File: config.mk
export PLATFORM = sky130hd
export DESIGN_NAME = fraction_reducer
export DESIGN_NICKNAME = d
export VERILOG_FILES = /design/src/hdl/frac_red_pkg.sv /design/src/hdl/fraction_reducer.sv
export SDC_FILE = /design/constraint.sdc
export NUM_CORES = 1
export LEC_CHECK = 0
export BUFFER_PORTS_ARGS = -buffer_cell sky130_fd_sc_hd__buf_4
export CAP_MARGIN = 5
export CORE_AREA = 5 5 186 188
export CTS_CLUSTER_SIZE = 25
export DETAILED_ROUTE_END_ITERATION = 6
export DIE_AREA = 0 0 191 193
export PLACE_DENSITY_LB_ADDON = 0.2
export SYNTH_ARGS = -nofsm -noshare
export SYNTH_HDL_FRONTEND = slang
export SYNTH_SLANG_ARGS = --single-unit
export TNS_END_PERCENT = 30
File: constraint.sdc
create_clock -name clk -period 20.4 [get_ports clk]
set_input_delay 2.04 -clock clk [delete_from_list [all_inputs] [get_ports clk]]
set_output_delay 2.04 -clock clk [all_outputs]
set_load 0.1 [all_outputs]
File: src/hdl/frac_red_pkg.sv
// Package for the fraction reducer: default width and sequencer state codes.
`default_nettype none

package frac_red_pkg;

  // Default data width of the numerator and denominator.
  localparam int DATA_WIDTH_DEF = 32;

  // Sequencer state.
  typedef logic [2:0] state_t;

  localparam state_t ST_IDLE = 3'd0;
  localparam state_t ST_CHK  = 3'd1;
  localparam state_t ST_MOD  = 3'd2;
  localparam state_t ST_DIVN = 3'd3;
  localparam state_t ST_DIVD = 3'd4;
  localparam state_t ST_DONE = 3'd5;

endpackage

`default_nettype wire

File: src/hdl/fraction_reducer.sv
// Fraction reducer: Euclid's remainder method over one shared bit-serial divider.
// Per item: Euclid remainder steps until the remainder is zero (one step for a zero
//   numerator), then the numerator and the denominator are each divided by the gcd.
// Throughput: one item at a time; in_ready stays low until the result item is taken.
// Every remainder and both final quotients come from one restoring divider that
//   resolves one quotient bit per cycle.
// Reset (rst, synchronous, active high) returns the sequencer to idle and drops out_valid.
`default_nettype none

module fraction_reducer #(
  parameter int DATA_WIDTH = frac_red_pkg::DATA_WIDTH_DEF
) (
  input  wire                          clk,
  input  wire                          rst,
  input  wire                          in_valid,
  output logic                         in_ready,
  input  wire signed [DATA_WIDTH-1:0]  num_in,
  input  wire signed [DATA_WIDTH-1:0]  den_in,
  output logic                         out_valid,
  input  wire                          out_ready,
  output logic signed [DATA_WIDTH-1:0] num_out,
  output logic [DATA_WIDTH-2:0]        den_out,
  output logic                         show_den
);

  import frac_red_pkg::*;

  localparam int W  = DATA_WIDTH;
  localparam int CW = $clog2(W);
  localparam logic [CW-1:0] LAST_STEP = CW'(W - 1);

  // Sequencer and operand registers.
  state_t          state;
  logic [W-1:0]    nmag;
  logic [W-1:0]    dmag;
  logic [W-1:0]    a;
  logic [W-1:0]    b;
  logic            neg;
  logic [W-1:0]    qn;

  // Shared divider registers: quotient register shifts the dividend out at the top.
  logic [W-1:0]    div_rem;
  logic [W-1:0]    div_quo;
  logic [W-1:0]    div_dvs;
  logic [CW-1:0]   div_cnt;

  // Input magnitudes and signs; a zero denominator is read as one.
  logic [W-1:0]    den_fix;
  logic            nneg_in;
  logic            dneg_in;
  logic [W-1:0]    nmag_in;
  logic [W-1:0]    dmag_in;

  always_comb begin
    den_fix = (den_in == '0) ? W'(1) : den_in;
    nneg_in = num_in[W-1];
    dneg_in = den_fix[W-1];
    nmag_in = nneg_in ? (~num_in + W'(1)) : num_in;
    dmag_in = dneg_in ? (~den_fix + W'(1)) : den_fix;
  end

  // One restoring division step.
  logic [W:0]      div_shift;
  logic            div_ge;
  logic [W-1:0]    rem_step;
  logic [W-1:0]    quo_step;
  logic            div_last;

  always_comb begin
    div_shift = {div_rem, div_quo[W-1]};
    div_ge    = (div_shift >= {1'b0, div_dvs});
    rem_step  = div_ge ? W'(div_shift - {1'b0, div_dvs}) : div_shift[W-1:0];
    quo_step  = {div_quo[W-2:0], div_ge};
    div_last  = (div_cnt == LAST_STEP);
  end

  // Final result formatting: saturate magnitudes; the sign is applied when the result is registered.
  logic [W-1:0]    qn_sat;
  logic [W-2:0]    qd_sat;

  always_comb begin
    qn_sat = qn[W-1] ? {1'b0, {(W-1){1'b1}}} : qn;
    qd_sat = quo_step[W-1] ? {(W-1){1'b1}} : quo_step[W-2:0];
  end

  assign in_ready = (state == ST_IDLE);

  // Sequencer.
  always_ff @(posedge clk) begin
    if (rst) begin
      state     <= ST_IDLE;
      out_valid <= 1'b0;
    end else begin
      unique case (state)
        ST_IDLE: begin
          if (in_valid) begin
            nmag     <= nmag_in;
            dmag     <= dmag_in;
            a        <= nmag_in;
            b        <= dmag_in;
            neg      <= nneg_in ^ dneg_in;
            show_den <= (den_fix != W'(1));
            state    <= ST_CHK;
          end
        end
        ST_CHK: begin
          div_rem <= '0;
          div_cnt <= '0;
          if (b == '0) begin
            // a holds the divisor; start on the numerator.
            div_quo <= nmag;
            div_dvs <= a;
            state   <= ST_DIVN;
          end else begin
            div_quo <= a;
            div_dvs <= b;
            state   <= ST_MOD;
          end
        end
        ST_MOD: begin
          div_rem <= rem_step;
          div_quo <= quo_step;
          div_cnt <= div_cnt + CW'(1);
          if (div_last) begin
            a     <= b;
            b     <= rem_step;
            state <= ST_CHK;
          end
        end
        ST_DIVN: begin
          div_rem <= rem_step;
          div_quo <= quo_step;
          div_cnt <= div_cnt + CW'(1);
          if (div_last) begin
            qn      <= quo_step;
            div_rem <= '0;
            div_quo <= dmag;
            div_cnt <= '0;
            state   <= ST_DIVD;
          end
        end
        ST_DIVD: begin
          div_rem <= rem_step;
          div_quo <= quo_step;
          div_cnt <= div_cnt + CW'(1);
          if (div_last) begin
            num_out   <= (neg && qn_sat != '0) ? (~qn_sat + W'(1)) : qn_sat;
            den_out   <= qd_sat;
            out_valid <= 1'b1;
            state     <= ST_DONE;
          end
        end
        ST_DONE: begin
          if (out_ready) begin
            out_valid <= 1'b0;
            state     <= ST_IDLE;
          end
        end
        default: begin
          out_valid <= 1'b0;
          state     <= ST_IDLE;
        end
      endcase
    end
  end

  // The block never offers a result while it is ready for a new item.
  a_ready_excl: assert property (@(posedge clk) disable iff (rst)
    !(in_ready && out_valid))
    else $error("in_ready and out_valid high together");

  // The shared divider never runs with a zero divisor.
  a_dvs_nonzero: assert property (@(posedge clk) disable iff (rst)
    (state == ST_MOD || state == ST_DIVN || state == ST_DIVD) |-> (div_dvs != '0))
    else $error("divider running with zero divisor");

  // A result always carries a nonzero denominator.
  a_den_pos: assert property (@(posedge clk) disable iff (rst)
    out_valid |-> (den_out != '0))
    else $error("zero denominator in result");

  // An accepted item drops ready on the following cycle.
  a_busy: assert property (@(posedge clk) disable iff (rst)
    (in_valid && in_ready) |=> !in_ready)
    else $error("ready stayed high after acceptance");

endmodule

`default_nettype wire

==> impl_metrics.py <==
metrics = {
    "outcome": {
        "outcome": "finished clean",
    },
    "timing": {
        "hold_ws_ns": 0.491,
        "min_period_over_period": 0.249,
        "skew_ns": 0.0182,
        "fin_tns_setup_ns": 0,
        "finalCriticalPeriod_ns": 5.08,
        "finalHoldViolCount": 0,
        "setup_slack_ns": 15.32,
        "worst_pin_slew_ns": 1.17,
        "setup_viol": 0,
        "rsz0062_at_grt": "false",
        "fmax_mhz": 197,
        "relSlewSlack": 0.197,
        "maxSlewViolCount": 0,
    },
    "power_and_ir_drop": {
        "vdd_ir_drop_max_v": 0.0000802,
        "power_density_nw_per_um2": 87.2,
        "cellLeakagePower_nw": 7.07,
    },
    "logic_synthesis": {
        "syn_nets": 1608,
        "synth_area_um2": 17100,
        "postSynthCellCount": 1501,
        "ys_types": 73,
        "ys_seq_area_frac": 0.577,
        "synthArstFlopShare": 0,
        "synthFlopType": "edfxtp_1",
        "avgSynthCellArea_um2": 11.4,
        "ys_ff_latch": 330,
        "synth_top_area_frac": 0.572,
        "synth_warnings": 0,
        "synth_top_cells_by_area": "edfxtp_1, nor2_1, xnor2_1",
        "synth_top_area_cell": "edfxtp_1",
        "synth_edf_count": 326,
    },
    "setup_path": {
        "start_kind": "input pin",
        "critPathMostFrequentCell": "nand2_1",
        "worstSetupPathType": "in2reg",
        "cp_cell_sequence": "buf_4 > nor4_1 > nand2_1 > nor4_1 > nand2b_1 > nor2_1 > a21oi_1 > ha_1 > nand2_1 > o31ai_1 > o21a_1 > nand2_1 > a21oi_1 > xnor2_1 > mux2_2",
        "critPathRequiredTime_ns": 20.66,
        "crit_fanout": 6,
        "arrival_ns": 5.35,
        "crit_family": "simple AND/OR/NAND/NOR gates",
        "ff2ff_setup_slack_ns": 15.96,
        "cpPeakStageDelay_ns": 0.64,
        "worst_path_max_delay_cell": "nor4_1",
        "worst_setup_path_end_kind": "flop",
        "critPathBufInv": 1,
    },
    "global_route": {
        "antenna_found_initial": 5,
        "grt_pass1_vias": 12000,
        "grt_pass1_wl_um": 72100,
        "overflow": 0,
        "grt_max_degree": 67,
        "grt_usage": 0.258,
    },
    "clock_network": {
        "cts-htree-levels": 2,
        "clock-sinks": 330,
        "cts_buffers": 36,
        "clock-root-buffer": "clkbuf_16",
        "clock_latency_ns": 0.52,
        "cts-resized-gates": 0,
        "clk_pin_slew_ns": 0.06,
        "post_cts.repair.setup_buffers": 0,
        "clock_path_buffers": 3,
        "ctsHoldBuffers": 0,
        "cts_tree": "yes",
    },
    "die": {
        "rows": 67,
        "core_area_um2": 32900,
        "die_area_um2": 36900,
        "dieHeight_um": 193,
        "ioPinCount": 134,
        "chipWidth_um": 191,
        "start_util": 0.519,
    },
    "cells_and_area": {
        "finalNonFillerCells": 2088,
        "nets": 1722,
        "drive_above_1_share": 0.167,
        "areaGrowthSynthToFinish_pct": 14.9,
    },
    "place": {
        "dp_hpwl_um": 34900,
        "io_buffers": 133,
        "globalplace.congestion": 0.920,
        "placed_cells": 2025,
        "dp_slack_ns": 14.93,
    },
    "drt": {
        "wl_per_cell_um": 22.9,
        "routed_wirelength_um": 47900,
        "drc": 0,
        "postRouteAntennaNets": 0,
        "dr.pass1.iters": 5,
        "vias_per_cell": 6.00,
        "drt_iter0_markers": 1235,
        "vias": 12500,
    },
    "job": {
        "max_cap_violations": 0,
    },
    "worst_hold_path": {
        "hold_path.class": "reg2reg",
    },
}
==> sequential cells by signal (all words and copies together) (netlist names) <==
signal	flops
dmag	32
den_out	31
nmag	32
b	32
div_cnt	5
neg	1
div_quo	32
qn	32
div_rem	32
div_dvs	32
a	32
state	3
out_valid	1
num_out	32
show_den	1
==> cells in the mapped netlist, drive strengths merged, types with 21 or more instances <==
| library cell | count |
|---|---|
| xnor2 | 67 |
| ha | 38 |
| nand3 | 23 |
| nor2 | 192 |
| xor2 | 32 |
| a21o | 42 |
| mux2i | 58 |
| a22oi | 32 |
| edfxtp | 326 |
| nor4 | 30 |
| inv | 51 |
| a21oi | 79 |
| buf | 21 |
| nand2 | 97 |
| clkbuf | 49 |
| nor3 | 39 |
| o21ai | 108 |
| or2 | 33 |
==> per-stage QoR <==
step	area (um2)	util	total power, mW
after detailed placement	18500	0.562	1.08
after global routing	19700	0.597	1.77
after CTS	19700	0.597	1.72
after floorplan	17100	-	0.991
after global placement	18500	0.562	1.08
final	19700	0.597	1.71
==> cells in the final DEF (no fill, tap or decap), types with 22 or more instances in the layout <==
| cell | instances |
|---|---|
| a21o_1 | 42 |
| a21oi_1 | 78 |
| a22oi_1 | 31 |
| buf_4 | 146 |
| clkbuf_16 | 37 |
| edfxtp_1 | 326 |
| ha_1 | 38 |
| inv_1 | 50 |
| mux2i_1 | 58 |
| nand2_1 | 95 |
| nand3_1 | 22 |
| nor2_1 | 190 |
| nor3_1 | 35 |
| nor4_1 | 22 |
| o21ai_0 | 103 |
| or2_2 | 33 |
| xnor2_1 | 67 |
| xor2_1 | 32 |
==> where the power goes <==
| part | switching [mW] | internal (mW) | leakage, nW | total (mW) |
|---|---|---|---|---|
| registers | 0.0258 | 0.795 | 3.02 | 0.821 |
| clock network | 0.260 | 0.381 | 0.551 | 0.642 |
| logic | 0.164 | 0.0872 | 3.50 | 0.251 |
| total | 0.450 | 1.26 | 7.07 | 1.71 |
==> path summary, 6_finish.rpt <==
check / startpoint / endpoint / cells after the start
setup / recovery: den_in[10] / b[26] / 15
hold / removal: out_valid / out_valid / 1
setup reg to reg: qn[31] / num_out[27] / 12
hold reg to reg: out_valid / out_valid / 1
==> logic make-up after synthesis <==
| family | after synthesis | share of synthesized area |
|---|---|---|
| AO/OA/AOI/OAI | 348 | 0.129 |
| XOR/XNOR | 99 | 0.0507 |
| adder cells (fa/ha/maj) | 39 | 0.0290 |
| buffers and inverters | 121 | 0.0293 |
| flip-flops | 330 | 0.577 |
| multiplexers | 71 | 0.0427 |
| AND/OR/NAND/NOR | 493 | 0.143 |
==> worst register-to-register path, cell delays in order, from the launching register on <==
cell and delay [ns]:
edfxtp_1 0.35, buf_4 0.31, or2_2 0.41, inv_1 0.07, ha_1 0.17, or3b_4 0.42, nor4_4 0.32, nand4b_2 0.21
or4_1 0.60, o21ai_2 0.95, a211oi_1 0.10, a31oi_1 0.20, o21ai_1 0.08
==> metal layers <==
metal	vias to the layer above	GRT usage	wire, um
met1	6073	0.340	19000
met5	-	0	13
met3	95	0.0335	3580
li1	5807	-	-
met4	2	0.119	2420
met2	548	0.431	22900
==> cell type report <==
class                           count  area (um2)
Inverter                           51         196
Clock inverter                     18         189
Timing Repair Buffer              146        1100
Antenna cell                        2        5.00
Clock buffer                       43         948
Sequential cell                   330        9870
Fill cell                        2728       13300
Multi-Input combinational cell   1050        6800
Tap cell                          448         561
(Power assumes the default switching activity.)
